===== src/sv/ypc_pkg.sv =====
`timescale 1ns / 1ps
`default_nettype none
// ----------------------------------------------------------------------------
// ypc_pkg
// Shared constants, codes and helpers of the yaw/pitch camera block.
// ----------------------------------------------------------------------------
package ypc_pkg;

  // operation codes
  localparam logic OP_LOOK = 1'b0;
  localparam logic OP_MOVE = 1'b1;

  // configuration register indexes
  localparam logic [1:0] CFG_LOOK_SENS = 2'd0;
  localparam logic [1:0] CFG_MOVE_SPEED = 2'd1;
  localparam logic [1:0] CFG_CURSOR_X = 2'd2;
  localparam logic [1:0] CFG_CURSOR_Y = 2'd3;

  // register reset values
  localparam logic [15:0] LOOK_SENS_RESET = 16'd6554;
  localparam logic [15:0] MOVE_SPEED_RESET = 16'd2560;
  localparam logic [19:0] CURSOR_X_RESET = 20'd10240;
  localparam logic [19:0] CURSOR_Y_RESET = 20'd5760;

  // angles in Q16 degrees
  localparam logic signed [35:0] HALF_TURN = 36'sd11796480;
  localparam logic signed [35:0] FULL_TURN = 36'sd23592960;
  localparam logic signed [35:0] TURN_HI = 36'sd24159191040;
  localparam logic signed [35:0] PITCH_MAX = 36'sd5832704;
  localparam logic signed [25:0] ANG_QUARTER = 26'sd5898240;
  localparam logic signed [25:0] ANG_HALF = 26'sd11796480;
  localparam logic signed [24:0] YAW_RESET = -25'sd5898240;
  localparam logic [3:0] WRAP_TOP = 4'd10;

  // cordic start gain, Q2.30
  localparam logic signed [33:0] CORDIC_GAIN = 34'sd652032874;

  // state reset values
  localparam logic signed [15:0] DIR_Z_RESET = -16'sd32767;
  localparam logic signed [31:0] POS_Z_RESET = 32'sd196608;

  // arctangent of 2^-i in Q16 degrees
  function automatic logic [22:0] atan_q16(input logic [4:0] i);
    logic [22:0] r;
    unique case (i)
      5'd0: r = 23'd2949120;
      5'd1: r = 23'd1740967;
      5'd2: r = 23'd919879;
      5'd3: r = 23'd466945;
      5'd4: r = 23'd234379;
      5'd5: r = 23'd117304;
      5'd6: r = 23'd58666;
      5'd7: r = 23'd29335;
      5'd8: r = 23'd14668;
      5'd9: r = 23'd7334;
      5'd10: r = 23'd3667;
      5'd11: r = 23'd1833;
      5'd12: r = 23'd917;
      5'd13: r = 23'd458;
      5'd14: r = 23'd229;
      5'd15: r = 23'd115;
      5'd16: r = 23'd57;
      5'd17: r = 23'd29;
      5'd18: r = 23'd14;
      5'd19: r = 23'd7;
      5'd20: r = 23'd4;
      5'd21: r = 23'd2;
      5'd22: r = 23'd1;
      default: r = 23'd0;
    endcase
    return r;
  endfunction

  // saturate to 16 bits signed
  function automatic logic signed [15:0] sat16(input logic signed [35:0] v);
    logic signed [15:0] r;
    if (v > 36'sd32767) r = 16'sh7fff;
    else if (v < -36'sd32768) r = 16'sh8000;
    else r = v[15:0];
    return r;
  endfunction

  // saturate to 32 bits signed
  function automatic logic signed [31:0] sat32(input logic signed [35:0] v);
    logic signed [31:0] r;
    if (v > 36'sd2147483647) r = 32'sh7fffffff;
    else if (v < -36'sd2147483648) r = 32'sh80000000;
    else r = v[31:0];
    return r;
  endfunction

endpackage
`default_nettype wire


===== src/sv/ypc_cordic.sv =====
`timescale 1ns / 1ps
`default_nettype none
// ----------------------------------------------------------------------------
// ypc_cordic
// Iterative rotation-mode cordic, one micro-rotation per cycle, giving the
// cosine and sine of a Q16 degree angle in Q1.15.
// ----------------------------------------------------------------------------
module ypc_cordic import ypc_pkg::*; #(
  parameter int STEPS = 16
) (
  input  wire                      clk,
  input  wire                      rst_n,
  input  wire                      start,
  input  wire logic signed [24:0]  angle,
  output logic                     done,
  output logic signed [15:0]       cos_q,
  output logic signed [15:0]       sin_q
);

  localparam int IW = (STEPS > 1) ? $clog2(STEPS) : 1;
  localparam logic [IW-1:0] LAST = IW'(STEPS - 1);

  logic              busy_r, done_r, flip_r;
  logic [IW-1:0]     idx_r;
  logic signed [33:0] x_r, y_r;
  logic signed [25:0] z_r;
  logic signed [15:0] cos_r, sin_r;

  logic signed [25:0] ang_ext, z_start;
  logic               flip_start;
  logic signed [33:0] xs, ys, x_nxt, y_nxt, xr, yr;
  logic signed [25:0] at, z_nxt;

  // fold the angle into the right half plane
  always_comb begin
    ang_ext = 26'(angle);
    z_start = ang_ext;
    flip_start = 1'b0;
    if (ang_ext > ANG_QUARTER) begin
      z_start = ang_ext - ANG_HALF;
      flip_start = 1'b1;
    end else if (ang_ext < -ANG_QUARTER) begin
      z_start = ang_ext + ANG_HALF;
      flip_start = 1'b1;
    end
  end

  // one micro-rotation
  always_comb begin
    xs = x_r >>> idx_r;
    ys = y_r >>> idx_r;
    at = $signed({3'b000, atan_q16(5'(idx_r))});
    if (z_r >= 26'sd0) begin
      x_nxt = x_r - ys;
      y_nxt = y_r + xs;
      z_nxt = z_r - at;
    end else begin
      x_nxt = x_r + ys;
      y_nxt = y_r - xs;
      z_nxt = z_r + at;
    end
    xr = (x_nxt + 34'sd16384) >>> 15;
    yr = (y_nxt + 34'sd16384) >>> 15;
    if (flip_r) begin
      xr = -xr;
      yr = -yr;
    end
  end

  // sequencer
  always_ff @(posedge clk) begin
    if (!rst_n) begin
      busy_r <= 1'b0;
      done_r <= 1'b0;
      idx_r <= '0;
    end else begin
      done_r <= 1'b0;
      if (start) begin
        busy_r <= 1'b1;
        idx_r <= '0;
        flip_r <= flip_start;
        x_r <= CORDIC_GAIN;
        y_r <= '0;
        z_r <= z_start;
      end else if (busy_r) begin
        x_r <= x_nxt;
        y_r <= y_nxt;
        z_r <= z_nxt;
        idx_r <= idx_r + 1'b1;
        if (idx_r == LAST) begin
          busy_r <= 1'b0;
          done_r <= 1'b1;
          cos_r <= sat16(36'(xr));
          sin_r <= sat16(36'(yr));
        end
      end
    end
  end

  assign done = done_r;
  assign cos_q = cos_r;
  assign sin_q = sin_r;

endmodule
`default_nettype wire


===== src/sv/yaw_pitch_camera_orientation_move.sv =====
`timescale 1ns / 1ps
`default_nettype none
// ----------------------------------------------------------------------------
// yaw_pitch_camera_orientation_move
// First-person camera: yaw/pitch from cursor motion, view direction by
// cordic, position moves along the view or right vector with saturation.
// ----------------------------------------------------------------------------
// One transaction at a time. A look transaction takes two passes of the
// shared cordic plus a shift-subtract yaw wrap; a move transaction takes
// one cordic pass and ten position updates through the shared multiplier.
// The result sits in an output register, so the next transaction can start
// while it waits.
module yaw_pitch_camera_orientation_move import ypc_pkg::*; #(
  parameter int CORDIC_STEPS = 16
) (
  input  wire                      clk,
  input  wire                      rst_n,
  input  wire                      cfg_we,
  input  wire logic [1:0]          cfg_index,
  input  wire logic [19:0]         cfg_wdata,
  input  wire                      in_valid,
  output logic                     in_ready,
  input  wire                      in_operation,
  input  wire logic [19:0]         in_cursor_x,
  input  wire logic [19:0]         in_cursor_y,
  input  wire                      in_key_forward,
  input  wire                      in_key_left,
  input  wire                      in_key_back,
  input  wire                      in_key_right,
  input  wire logic [15:0]         in_frame_time,
  output logic                     out_valid,
  input  wire                      out_ready,
  output logic signed [15:0]       out_dir_x,
  output logic signed [15:0]       out_dir_y,
  output logic signed [15:0]       out_dir_z,
  output logic signed [31:0]       out_pos_x,
  output logic signed [31:0]       out_pos_y,
  output logic signed [31:0]       out_pos_z
);

  typedef enum logic [3:0] {
    S_IDLE, S_LK_MULX, S_LK_YAW, S_LK_WRAP, S_CY_GO, S_CY_WAIT, S_CP_GO,
    S_CP_WAIT, S_LK_DX, S_LK_DZ, S_LK_FIN, S_MV_MUL, S_MV_STEP, S_MV_APPLY,
    S_DONE
  } state_t;

  typedef struct packed {
    logic               en;
    logic [1:0]         axis;
    logic               plus;
    logic signed [16:0] comp;
  } apply_t;

  state_t state_r;

  // configuration and camera state
  logic [15:0]        sens_r, speed_r;
  logic [19:0]        prev_x_r, prev_y_r;
  logic signed [24:0] yaw_r;
  logic signed [23:0] pitch_r;
  logic signed [15:0] dir_r [3];
  logic signed [31:0] pos_r [3];

  // transaction latch
  logic               op_r, kf_r, kl_r, kb_r, kr_r;
  logic [19:0]        cx_r, cy_r;
  logic [15:0]        ft_r;

  // working registers
  logic signed [47:0] mul_r;
  logic signed [35:0] t_r;
  logic [3:0]         k_r;
  logic [3:0]         a_r;
  logic [24:0]        step_r;
  logic signed [15:0] cyw_r, syw_r, cp_r, sp_r;
  logic               en_r, plus_r;
  logic [1:0]         ax_r;

  // output register
  logic               out_valid_r;
  logic signed [15:0] out_dx_r, out_dy_r, out_dz_r;
  logic signed [31:0] out_px_r, out_py_r, out_pz_r;

  // shared cordic
  logic               cord_start, cord_done;
  logic signed [24:0] cord_ang;
  logic signed [15:0] cord_cos, cord_sin;

  assign cord_start = (state_r == S_CY_GO) || (state_r == S_CP_GO);
  assign cord_ang = (state_r == S_CP_GO) ? 25'(pitch_r) : yaw_r;

  ypc_cordic #(.STEPS(CORDIC_STEPS)) u_cordic (
    .clk   (clk),
    .rst_n (rst_n),
    .start (cord_start),
    .angle (cord_ang),
    .done  (cord_done),
    .cos_q (cord_cos),
    .sin_q (cord_sin)
  );

  // cursor differences
  logic signed [21:0] dx, dy;
  assign dx = $signed({2'b00, cx_r}) - $signed({2'b00, prev_x_r});
  assign dy = $signed({2'b00, prev_y_r}) - $signed({2'b00, cy_r});

  // position update schedule for a move transaction
  apply_t ap;
  always_comb begin
    ap = '0;
    unique case (a_r)
      4'd0, 4'd1, 4'd2: begin
        ap.en = kf_r;
        ap.axis = a_r[1:0];
        ap.plus = 1'b1;
        ap.comp = 17'(dir_r[a_r[1:0]]);
      end
      4'd3, 4'd4, 4'd5: begin
        ap.en = kb_r;
        ap.axis = 2'(a_r - 4'd3);
        ap.plus = 1'b0;
        ap.comp = 17'(dir_r[2'(a_r - 4'd3)]);
      end
      4'd6: begin
        ap.en = kl_r;
        ap.axis = 2'd0;
        ap.comp = -17'(syw_r);
      end
      4'd7: begin
        ap.en = kl_r;
        ap.axis = 2'd2;
        ap.comp = 17'(cyw_r);
      end
      4'd8: begin
        ap.en = kr_r;
        ap.axis = 2'd0;
        ap.plus = 1'b1;
        ap.comp = -17'(syw_r);
      end
      4'd9: begin
        ap.en = kr_r;
        ap.axis = 2'd2;
        ap.plus = 1'b1;
        ap.comp = 17'(cyw_r);
      end
      default: ap = '0;
    endcase
  end

  // shared multiplier operand select
  logic signed [25:0] mul_a;
  logic signed [21:0] mul_b;
  logic signed [47:0] prod;
  always_comb begin
    mul_a = '0;
    mul_b = '0;
    unique case (state_r)
      S_LK_MULX: begin
        mul_a = $signed({10'd0, sens_r});
        mul_b = dx;
      end
      S_LK_YAW: begin
        mul_a = $signed({10'd0, sens_r});
        mul_b = dy;
      end
      S_LK_DX: begin
        mul_a = 26'(cyw_r);
        mul_b = 22'(cp_r);
      end
      S_LK_DZ: begin
        mul_a = 26'(syw_r);
        mul_b = 22'(cp_r);
      end
      S_MV_MUL: begin
        mul_a = $signed({10'd0, speed_r});
        mul_b = $signed({6'd0, ft_r});
      end
      S_MV_APPLY: begin
        mul_a = $signed({1'b0, step_r});
        mul_b = 22'(ap.comp);
      end
      default: begin
        mul_a = '0;
        mul_b = '0;
      end
    endcase
    prod = mul_a * mul_b;
  end

  // yaw, wrap, pitch and position arithmetic
  logic signed [35:0] d4, t_start, cand, t_nxt, p_sum, p_clamp, d15, pos_sum;
  logic signed [47:0] r4, r8, r15;
  always_comb begin
    r4 = (mul_r + 48'sd8) >>> 4;
    r8 = (mul_r + 48'sd128) >>> 8;
    r15 = (mul_r + 48'sd16384) >>> 15;
    d4 = r4[35:0];
    d15 = r15[35:0];
    t_start = 36'(yaw_r) + d4 + HALF_TURN;
    if (t_start < 36'sd0) t_start = t_start + TURN_HI;
    cand = FULL_TURN <<< k_r;
    t_nxt = (t_r >= cand) ? (t_r - cand) : t_r;
    p_sum = 36'(pitch_r) + d4;
    if (p_sum > PITCH_MAX) p_clamp = PITCH_MAX;
    else if (p_sum < -PITCH_MAX) p_clamp = -PITCH_MAX;
    else p_clamp = p_sum;
    pos_sum = plus_r ? (36'(pos_r[ax_r]) + d15) : (36'(pos_r[ax_r]) - d15);
  end

  // sequencer
  always_ff @(posedge clk) begin
    if (!rst_n) begin
      state_r <= S_IDLE;
      sens_r <= LOOK_SENS_RESET;
      speed_r <= MOVE_SPEED_RESET;
      prev_x_r <= CURSOR_X_RESET;
      prev_y_r <= CURSOR_Y_RESET;
      yaw_r <= YAW_RESET;
      pitch_r <= '0;
      dir_r[0] <= '0;
      dir_r[1] <= '0;
      dir_r[2] <= DIR_Z_RESET;
      pos_r[0] <= '0;
      pos_r[1] <= '0;
      pos_r[2] <= POS_Z_RESET;
      out_valid_r <= 1'b0;
    end else begin
      mul_r <= prod;
      if (out_valid_r && out_ready && state_r != S_DONE) out_valid_r <= 1'b0;
      unique case (state_r)
        S_IDLE: begin
          if (in_valid) begin
            op_r <= in_operation;
            cx_r <= in_cursor_x;
            cy_r <= in_cursor_y;
            kf_r <= in_key_forward;
            kl_r <= in_key_left;
            kb_r <= in_key_back;
            kr_r <= in_key_right;
            ft_r <= in_frame_time;
            state_r <= (in_operation == OP_MOVE) ? S_MV_MUL : S_LK_MULX;
          end
        end
        S_LK_MULX: begin
          prev_x_r <= cx_r;
          state_r <= S_LK_YAW;
        end
        S_LK_YAW: begin
          prev_y_r <= cy_r;
          t_r <= t_start;
          k_r <= WRAP_TOP;
          state_r <= S_LK_WRAP;
        end
        S_LK_WRAP: begin
          // first wrap cycle sees the pitch product
          if (k_r == WRAP_TOP) pitch_r <= p_clamp[23:0];
          t_r <= t_nxt;
          k_r <= k_r - 1'b1;
          if (k_r == 4'd0) begin
            yaw_r <= 25'(t_nxt - HALF_TURN);
            state_r <= S_CY_GO;
          end
        end
        S_CY_GO: state_r <= S_CY_WAIT;
        S_CY_WAIT: begin
          if (cord_done) begin
            cyw_r <= cord_cos;
            syw_r <= cord_sin;
            a_r <= '0;
            state_r <= (op_r == OP_MOVE) ? S_MV_APPLY : S_CP_GO;
          end
        end
        S_CP_GO: state_r <= S_CP_WAIT;
        S_CP_WAIT: begin
          if (cord_done) begin
            cp_r <= cord_cos;
            sp_r <= cord_sin;
            state_r <= S_LK_DX;
          end
        end
        S_LK_DX: state_r <= S_LK_DZ;
        S_LK_DZ: begin
          dir_r[0] <= sat16(d15);
          state_r <= S_LK_FIN;
        end
        S_LK_FIN: begin
          dir_r[2] <= sat16(d15);
          dir_r[1] <= sp_r;
          state_r <= S_DONE;
        end
        S_MV_MUL: state_r <= S_MV_STEP;
        S_MV_STEP: begin
          step_r <= r8[24:0];
          state_r <= S_CY_GO;
        end
        S_MV_APPLY: begin
          // product for entry a_r, update for the entry before it
          en_r <= ap.en;
          ax_r <= ap.axis;
          plus_r <= ap.plus;
          if (a_r != 4'd0 && en_r) pos_r[ax_r] <= sat32(pos_sum);
          a_r <= a_r + 1'b1;
          if (a_r == 4'd10) state_r <= S_DONE;
        end
        S_DONE: begin
          if (!out_valid_r || out_ready) begin
            out_valid_r <= 1'b1;
            out_dx_r <= dir_r[0];
            out_dy_r <= dir_r[1];
            out_dz_r <= dir_r[2];
            out_px_r <= pos_r[0];
            out_py_r <= pos_r[1];
            out_pz_r <= pos_r[2];
            state_r <= S_IDLE;
          end
        end
        default: state_r <= S_IDLE;
      endcase
      // configuration writes
      if (cfg_we) begin
        unique case (cfg_index)
          CFG_LOOK_SENS: if (cfg_wdata[15:0] != 16'd0) sens_r <= cfg_wdata[15:0];
          CFG_MOVE_SPEED: if (cfg_wdata[15:0] != 16'd0) speed_r <= cfg_wdata[15:0];
          CFG_CURSOR_X: prev_x_r <= cfg_wdata;
          CFG_CURSOR_Y: prev_y_r <= cfg_wdata;
          default: ;
        endcase
      end
    end
  end

  assign in_ready = (state_r == S_IDLE);
  assign out_valid = out_valid_r;
  assign out_dir_x = out_dx_r;
  assign out_dir_y = out_dy_r;
  assign out_dir_z = out_dz_r;
  assign out_pos_x = out_px_r;
  assign out_pos_y = out_py_r;
  assign out_pos_z = out_pz_r;

  // pitch stays inside its clamp
  a_pitch_range: assert property (@(posedge clk) disable iff (!rst_n)
    (36'(pitch_r) <= PITCH_MAX) && (36'(pitch_r) >= -PITCH_MAX))
    else $error("pitch out of range");

  // yaw stays inside one turn
  a_yaw_range: assert property (@(posedge clk) disable iff (!rst_n)
    (36'(yaw_r) < HALF_TURN) && (36'(yaw_r) >= -HALF_TURN))
    else $error("yaw out of range");

  // cordic finishes only while the sequencer waits for it
  a_cordic_done: assert property (@(posedge clk) disable iff (!rst_n)
    cord_done |-> (state_r == S_CY_WAIT) || (state_r == S_CP_WAIT))
    else $error("cordic done outside a wait state");

  // a cordic start leads straight to its wait state
  a_cordic_wait: assert property (@(posedge clk) disable iff (!rst_n)
    cord_start |=> (state_r == S_CY_WAIT) || (state_r == S_CP_WAIT))
    else $error("cordic start not followed by wait");

endmodule
`default_nettype wire


===== config.mk =====
export PLATFORM = sky130hd
export DESIGN_NAME = yaw_pitch_camera_orientation_move
export DESIGN_NICKNAME = d
export VERILOG_FILES = /design/src/sv/ypc_pkg.sv /design/src/sv/ypc_cordic.sv /design/src/sv/yaw_pitch_camera_orientation_move.sv
export SDC_FILE = /design/constraint.sdc
export NUM_CORES = 2
export LEC_CHECK = 0
export BUFFER_PORTS_ARGS = -buffer_cell sky130_fd_sc_hd__buf_2
export CORE_MARGIN = 4
export CORE_UTILIZATION = 54
export CTS_BUF_LIST = sky130_fd_sc_hd__clkbuf_8
export CTS_CLUSTER_DIAMETER = 200
export DETAILED_ROUTE_END_ITERATION = 16
export PLACE_DENSITY_LB_ADDON = 0.15
export SYNTH_ARGS = -nofsm -noshare
export SYNTH_HDL_FRONTEND = slang
export SYNTH_SLANG_ARGS = --single-unit

===== constraint.sdc =====
create_clock -name clk -period 13.2 [get_ports clk]
set_input_delay 3.96 -clock clk [delete_from_list [all_inputs] [get_ports clk]]
set_output_delay 3.96 -clock clk [all_outputs]
set_load 0.005 [all_outputs]

# [Yosys cells after proc, flatten, opt, wreduce, memory -nomap -nowiden]
# Memory sizes are Yosys's and may differ from the RTL's. A register that Yosys moved wholly into a read port is not among the register bits.
# Index checks and enable logic that the tools add are counted.
[totals] register_bits=505 mem_bits_rw=144 mem_bits_ro=352 inputBits=88 output_inout_bits=146 wordCells=255 n_memories=3
[mem_list] memory="(no name shown)" words=16 width=22 rd=1 rd_ports_with_merged_regs=1 write_ports=0 line_no="ypc_pkg.sv:45" rtl="unique case (i)"
[mem_list] memory="pos_r" words=3 width=32 rd=4 rd_ports_with_merged_regs=4 write_ports=3 line_no="yaw_pitch_camera_orientation_move.sv:62" rtl="logic signed [31:0] pos_r [3];"
[mem_list] memory="dir_r" words=3 width=16 rd=5 rd_ports_with_merged_regs=4 write_ports=3 line_no="yaw_pitch_camera_orientation_move.sv:61" rtl="logic signed [15:0] dir_r [3];"
[op_classes] addsub=30 n_mul=1 magnitude_cmp=15 n_eq_ne=36 n_shift=3 mux=83 bitwise_logic=6 reduce_logical=41
[op_table] cell="2-to-1 mux 34 bit" n=6
[op_table] cell="2-to-1 mux 32 bit" n=6
[op_table] cell="2-to-1 mux 16 bit" n=11
[op_table] cell="2-to-1 mux 26 bit" n=5
[op_table] cell="case mux 26 bit (5 select lines)" n=1
[op_table] cell="2-to-1 mux 20 bit" n=6
[op_table] cell="case mux 22 bit (5 select lines)" n=1
[op_table] cell="2-to-1 mux 36 bit" n=3
[op_table] cell="case mux 36 bit (2 select lines)" n=1
[op_table] cell="adder 34 x 16 -> 34 bit (second input constant)" n=2
[op_table] cell="adder 34 bit" n=2
[op_table] cell="> comparator 34 x 16 -> 1 bit (second input constant)" n=2
[op_table] cell="less-than comparator 34 x 16 -> 1 bit (second input constant)" n=2
[op_table] cell="negator 19 -> 34 bit" n=2
[op_table] cell="case mux 17 bit (4 select lines)" n=1
[op_table] cell=">>> shifter 34 x 4 -> 34 bit" n=2
[op_table] cell="subtractor 34 bit" n=2
[op_table] cell="case mux 4 bit (15 select lines)" n=1
[op_table] cell="adder 48 x 16 -> 48 bit (second input constant)" n=1
[op_table] cell="equality test 4 bit (second input constant)" n=12
[op_table] cell="multiplier 26 x 22 -> 48 bit" n=1
[op_table] cell="2-to-1 mux 24 bit" n=2
[op_table] cell="2-to-1 mux 4 bit" n=11
[op_table] cell="subtractor 20 x 20 -> 21 bit" n=2
[op_table] cell="other kinds (61)" n=130

# [Logic depth before layout (Yosys ltp)]
[depth] ltp_word=10 depth_mapped=49 mapped_depth_nobuf=48

# [By module]
# From an unflattened synthesis, not the netlist that was laid out.
[unflattened] cells_unflattened=8330 hier_area_um2=79399.9
[modules_own_cells] mod="yaw_pitch_camera_orientation_move" instances=1 cells_per_inst=5986 area_each_um2=59721.0 seq_area_each_um2=19508.7
[modules_own_cells] mod="ypc_cordic" instances=1 cells_per_inst=2344 area_each_um2=19678.9 seq_area_each_um2=4374.2

# [Least setup slack after synthesis]
# Ideal clock, no wire load.
[synth_timing] path_type="input port to flip-flop" start="input port rst_n" end="register out_dx_r[0], in the netlist out_dir_x[0], read port of dir_r, enable pin" setup_time_ns=0.649 arrival_time_ns=10.508 t_required_ns=12.551 slack_ns=2.043 stages=4 path_buffers=2 cell_sequence="clkbuf_1 clkbuf_1 nand2_1 nor2_1"
[synth_via] elab_chain_cells=1
[synth_lines] item="start, declared" line_no="yaw_pitch_camera_orientation_move.sv:17" rtl="input wire rst_n,"
[synth_lines] item="AND reduction 3 bit (no source line)"
[synth_lines] item="end, declared" line_no="yaw_pitch_camera_orientation_move.sv:81" rtl="logic signed [15:0] out_dx_r, out_dy_r, out_dz_r;"
# No other way between the ends.
# A chain may end at the register's enable or synchronous reset.

# [Worst setup path after layout]
[layout_timing] start="register prev_y_r[0]" end="register mul_r[46] (data pin)"
[layout_via] elab_chain_cells=3
[layout_lines] item="start, declared" line_no="yaw_pitch_camera_orientation_move.sv:58" rtl="logic [19:0] prev_x_r, prev_y_r;"
[layout_lines] item="start signal, assigned" line_no="yaw_pitch_camera_orientation_move.sv:249" rtl="prev_y_r <= cy_r;"
[layout_lines] item="start signal, assigned" line_no="yaw_pitch_camera_orientation_move.sv:325" rtl="CFG_CURSOR_Y: prev_y_r <= cfg_wdata;"
[layout_lines] item="subtractor 20 x 20 -> 21 bit" line_no="yaw_pitch_camera_orientation_move.sv:105" rtl="assign dy = $signed({2'b00, prev_y_r}) - $signed({2'b00, cy_r});"
[layout_lines] item="case mux 22 bit (5 select lines)" line_no="yaw_pitch_camera_orientation_move.sv:157" rtl="unique case (state_r)"
[layout_lines] item="multiplier 26 x 22 -> 48 bit" line_no="yaw_pitch_camera_orientation_move.sv:187" rtl="prod = mul_a * mul_b;"
[layout_lines] item="net prod[46]" line_no="yaw_pitch_camera_orientation_move.sv:153" rtl="logic signed [47:0] prod;"
[layout_lines] item="end signal, assigned" line_no="yaw_pitch_camera_orientation_move.sv:228" rtl="mul_r <= prod;"
[layout_lines] item="end, declared" line_no="yaw_pitch_camera_orientation_move.sv:70" rtl="logic signed [47:0] mul_r;"
# The timed path passes the listed nets, and every way through them passes these cells.

==> out/metrics.cfg <==
[min_path]
min_to = yaw_r[17]$_SDFFE_PN1P_
hp-start = t_r[17]$_DFFE_PP_
min_path_cells = 2
min_path_type = reg2reg

[synthesis]
yosysMostFrequentCell = nand2_1
ys_top_cells_by_count = 988 x nand2_1, 836 x inv_1, 690 x edfxtp_1
synth_top_area_cell = edfxtp_1
synth_cell_types = 106
synth_area_leaders = edfxtp_1 27%, fa_1 16%, ha_1 7.6%
synthXorXnorAreaFrac = 0.0647
synth_compound_area_frac = 0.133
synth_flop_cell = edfxtp_1
synth_nets = 9112
ys_warn_count = 0
synthArstFlopShare = 0
synth_simple_gate_area_frac = 0.144
synth_top_family_by_area = adder cells
synth_edf_count = 690
netlist_area_um2 = 76100
syn_area_per_cell_um2 = 9.55
ys_seq_area_frac = 0.314
ys_seq_elements = 848
synth.top_cell.area_share = 0.272
synthMuxAreaShare = 0.0529
yosys.area_share.adder = 0.231
synthesis.instances = 7971

[sta]
relSlewSlack = 0.0594
hold_violations = 0
finalMaxSlewViolations = 0
setup_viol = 0
fmax_mhz = 80.2
fin_crit_ns = 12.47
skew_ns = 0.0796
period_share = 0.945
rsz0062_at_grt = false
fin_setup_tns_ns = 0
worst_pin_slew_ns = 1.41

[cells_and_area]
fin_nets = 9213
final_util = 0.588
drive_gt1_frac = 0.0942
fillCellCount = 12217
area_delta_synth_final_pct = 7.96
final_area_um2 = 82200

[clock_tree]
cts_resized = 0
path_clk_slew_ns = 0.06
htree_levels = 4
cts_hold_buf = 0
cts_tree = built
numClockSinks = 848
cts_buffer_depth = 3
postCtsSetupBuffers = 0
clock_latency_ns = 0.92
cts_root_buf = clkbuf_8
cts_buffers = 149

[floorplanning]
std_cell_rows = 137
core_um2 = 140000
io_pins = 234
die_h_um = 383
dieArea_um2 = 147000
start_util = 0.545
die_w_um = 383

[global_routing]
grt_pass1_vias = 59672
grt_use_total = 0.312
grt-ovfl-total = 0
antenna_found_initial = 12
grt_pass1_wl_um = 354000
grt_start_max_net_pins = 88

[power_and_ir_drop]
irDropWorstVdd_v = 0.000335
power_density_nw_per_um2 = 281
finalPower_uw = 23100
p_leak_uw = 0.0348

[drt]
drt.antenna.violating_nets = 0
vias = 61111
drt_iter0_markers = 6076
via_per_inst = 6.06
remaining_drc_errors = 0
wl_per_cell_um = 23.0
drt_first_pass_iters = 9
routed_wl_um = 232000

[critical_path]
cp_max_fo = 31
start_kind = register
cp_slowest_cell = a221oi_1
end_kind = register
crit_type = reg2reg
timing.rr.start = prev_y_r[0]$_SDFF_PN0_
ff2ff_path_depth = 44
cp_top_family = compound AO/OA/AOI/OAI gates
r2r_slack_ns = 0.73
cp.required_ns = 13.82
critPathMaxStageDelay_ns = 0.71
critPathBufInv = 6
r2r_end = mul_r[46]$_DFFE_PP_
worstPathArrival_ns = 13.08

[place]
portBuffers = 233
gp_congestion = 0.948
dp_hpwl_um = 179000
placed_area_um2 = 79000

[run_status]
status = complete, no violations

[flow_run]
drv_cap = 0

## metal layers
metal / track usage / vias up / share of wire
met5: 0 / - / 0
met4: 0.118 / 0 / 0.040
met3: 0.0639 / 481 / 0.090
met2: 0.496 / 2635 / 0.46
met1: 0.425 / 30185 / 0.41
li1: - / 27810 / -
## stage by stage
step	cells	worst slack, ns	hold WS (ns)
after global routing	10074	0.0302	0.452
after detailed placement	9797	0.940	0.430
after CTS	10072	0.859	0.433
after floorplan	7971	2.04	0.421
final	10078	0.730	0.443
after global placement	9797	1.12	0.425
## power breakdown
group	total (uW)	internal [uW]	switching, uW
Combinational	16400	6220	10200
Sequential	4130	3770	358
Clock	2580	1340	1240
Total	23100	11300	11800
## cells by family after synthesis
family	count (synthesis)
flops	848
fa+ha+maj	1053
xor+xnor	562
buf+inv	1208
mux	281
simple gates	2411
compound gates	1608
## flip-flops by register name (all words and copies together) (netlist names), 26 cells and up, named ones only
| signal | flops |
|---|---|
| mul_r | 45 |
| t_r | 36 |
| out_pos_z | 32 |
| out_pos_x | 32 |
| u_cordic.y_r | 34 |
| u_cordic.x_r | 34 |
| dir_r | 48 |
| pos_r | 128 |
| u_cordic.z_r | 26 |
| out_pos_y | 32 |
## worst max-delay path by stage
stage                            from                      to  slack [ns]  cells past startpoint
4_1_cts        prev_y_r[0]$_SDFF_PN0_     mul_r[46]$_DFFE_PP_        0.86                     44
3_3_place_gp   prev_y_r[0]$_SDFF_PN0_     mul_r[46]$_DFFE_PP_        1.12                     44
3_5_place_dp   prev_y_r[0]$_SDFF_PN0_     mul_r[46]$_DFFE_PP_        0.94                     44
2_1_floorplan                   rst_n  out_dir_x[0]$_DFFE_PP_        2.04                      4
6_report       prev_y_r[0]$_SDFF_PN0_     mul_r[46]$_DFFE_PP_        0.73                     44
5_1_grt        prev_y_r[0]$_SDFF_PN0_     mul_r[46]$_DFFE_PP_        0.03                     45
## cells in the final DEF, fill, tap and decap left out, types with 25 or more instances in the layout
cell type / netlist / routed
mux2i_1: 158 / 158
nand3_1: 130 / 130
mux2_2: 29 / 29
a221o_1: 26 / 25
fa_1: 590 / 590
o211ai_1: 66 / 66
nor4_1: 50 / 49
xor2_1: 221 / 221
nand2_1: 988 / 987
a211oi_1: 42 / 42
nand4_1: 52 / 52
o21a_1: 42 / 42
o22ai_1: 33 / 33
and3_1: 56 / 54
clkbuf_8: 0 / 164
dfxtp_1: 158 / 153
edfxtp_1: 690 / 690
ha_1: 463 / 463
or2_2: 38 / 38
nor3_1: 124 / 121
a31oi_1: 52 / 52
and2_1: 93 / 92
o31ai_1: 54 / 51
or3_1: 48 / 48
a21oi_1: 418 / 418
nand2b_1: 79 / 78
xnor2_1: 341 / 341
nor2b_1: 47 / 47
buf_2: 27 / 232
inv_1: 836 / 874
mux4_2: 94 / 94
o21bai_1: 36 / 36
a21o_1: 130 / 130
clkinv_1: 2 / 26
o21ai_0: 474 / 472
nor2_1: 612 / 603
buf_4: 3 / 86
## final cells by class
class / count / area, um2 / share of cell area
Antenna cell: 6 / 15.0 / 0.000183
Clock buffer: 164 / 2260 / 0.0275
Clock inverter: 111 / 863 / 0.0105
Inverter: 840 / 3150 / 0.0384
Multi-Input combinational cell: 5915 / 47800 / 0.582
Sequential cell: 848 / 23900 / 0.291
Tap cell: 1876 / 2350 / 0.0286
Timing Repair Buffer: 318 / 1810 / 0.0220
## worst register-to-register path: cells and delay by family, from the launching register on
kind / cells / cell delay [ns]
AOI/OAI and AO/OA: 25 / 5.75
xor gates and xnor gates: 1 / 0.08
adders and majority gates: 10 / 4.61
buffers and inverters: 6 / 1.03
DFF: 1 / 0.31
and+or+nand+nor: 2 / 0.41
Power figures use the tool's default switching activity.
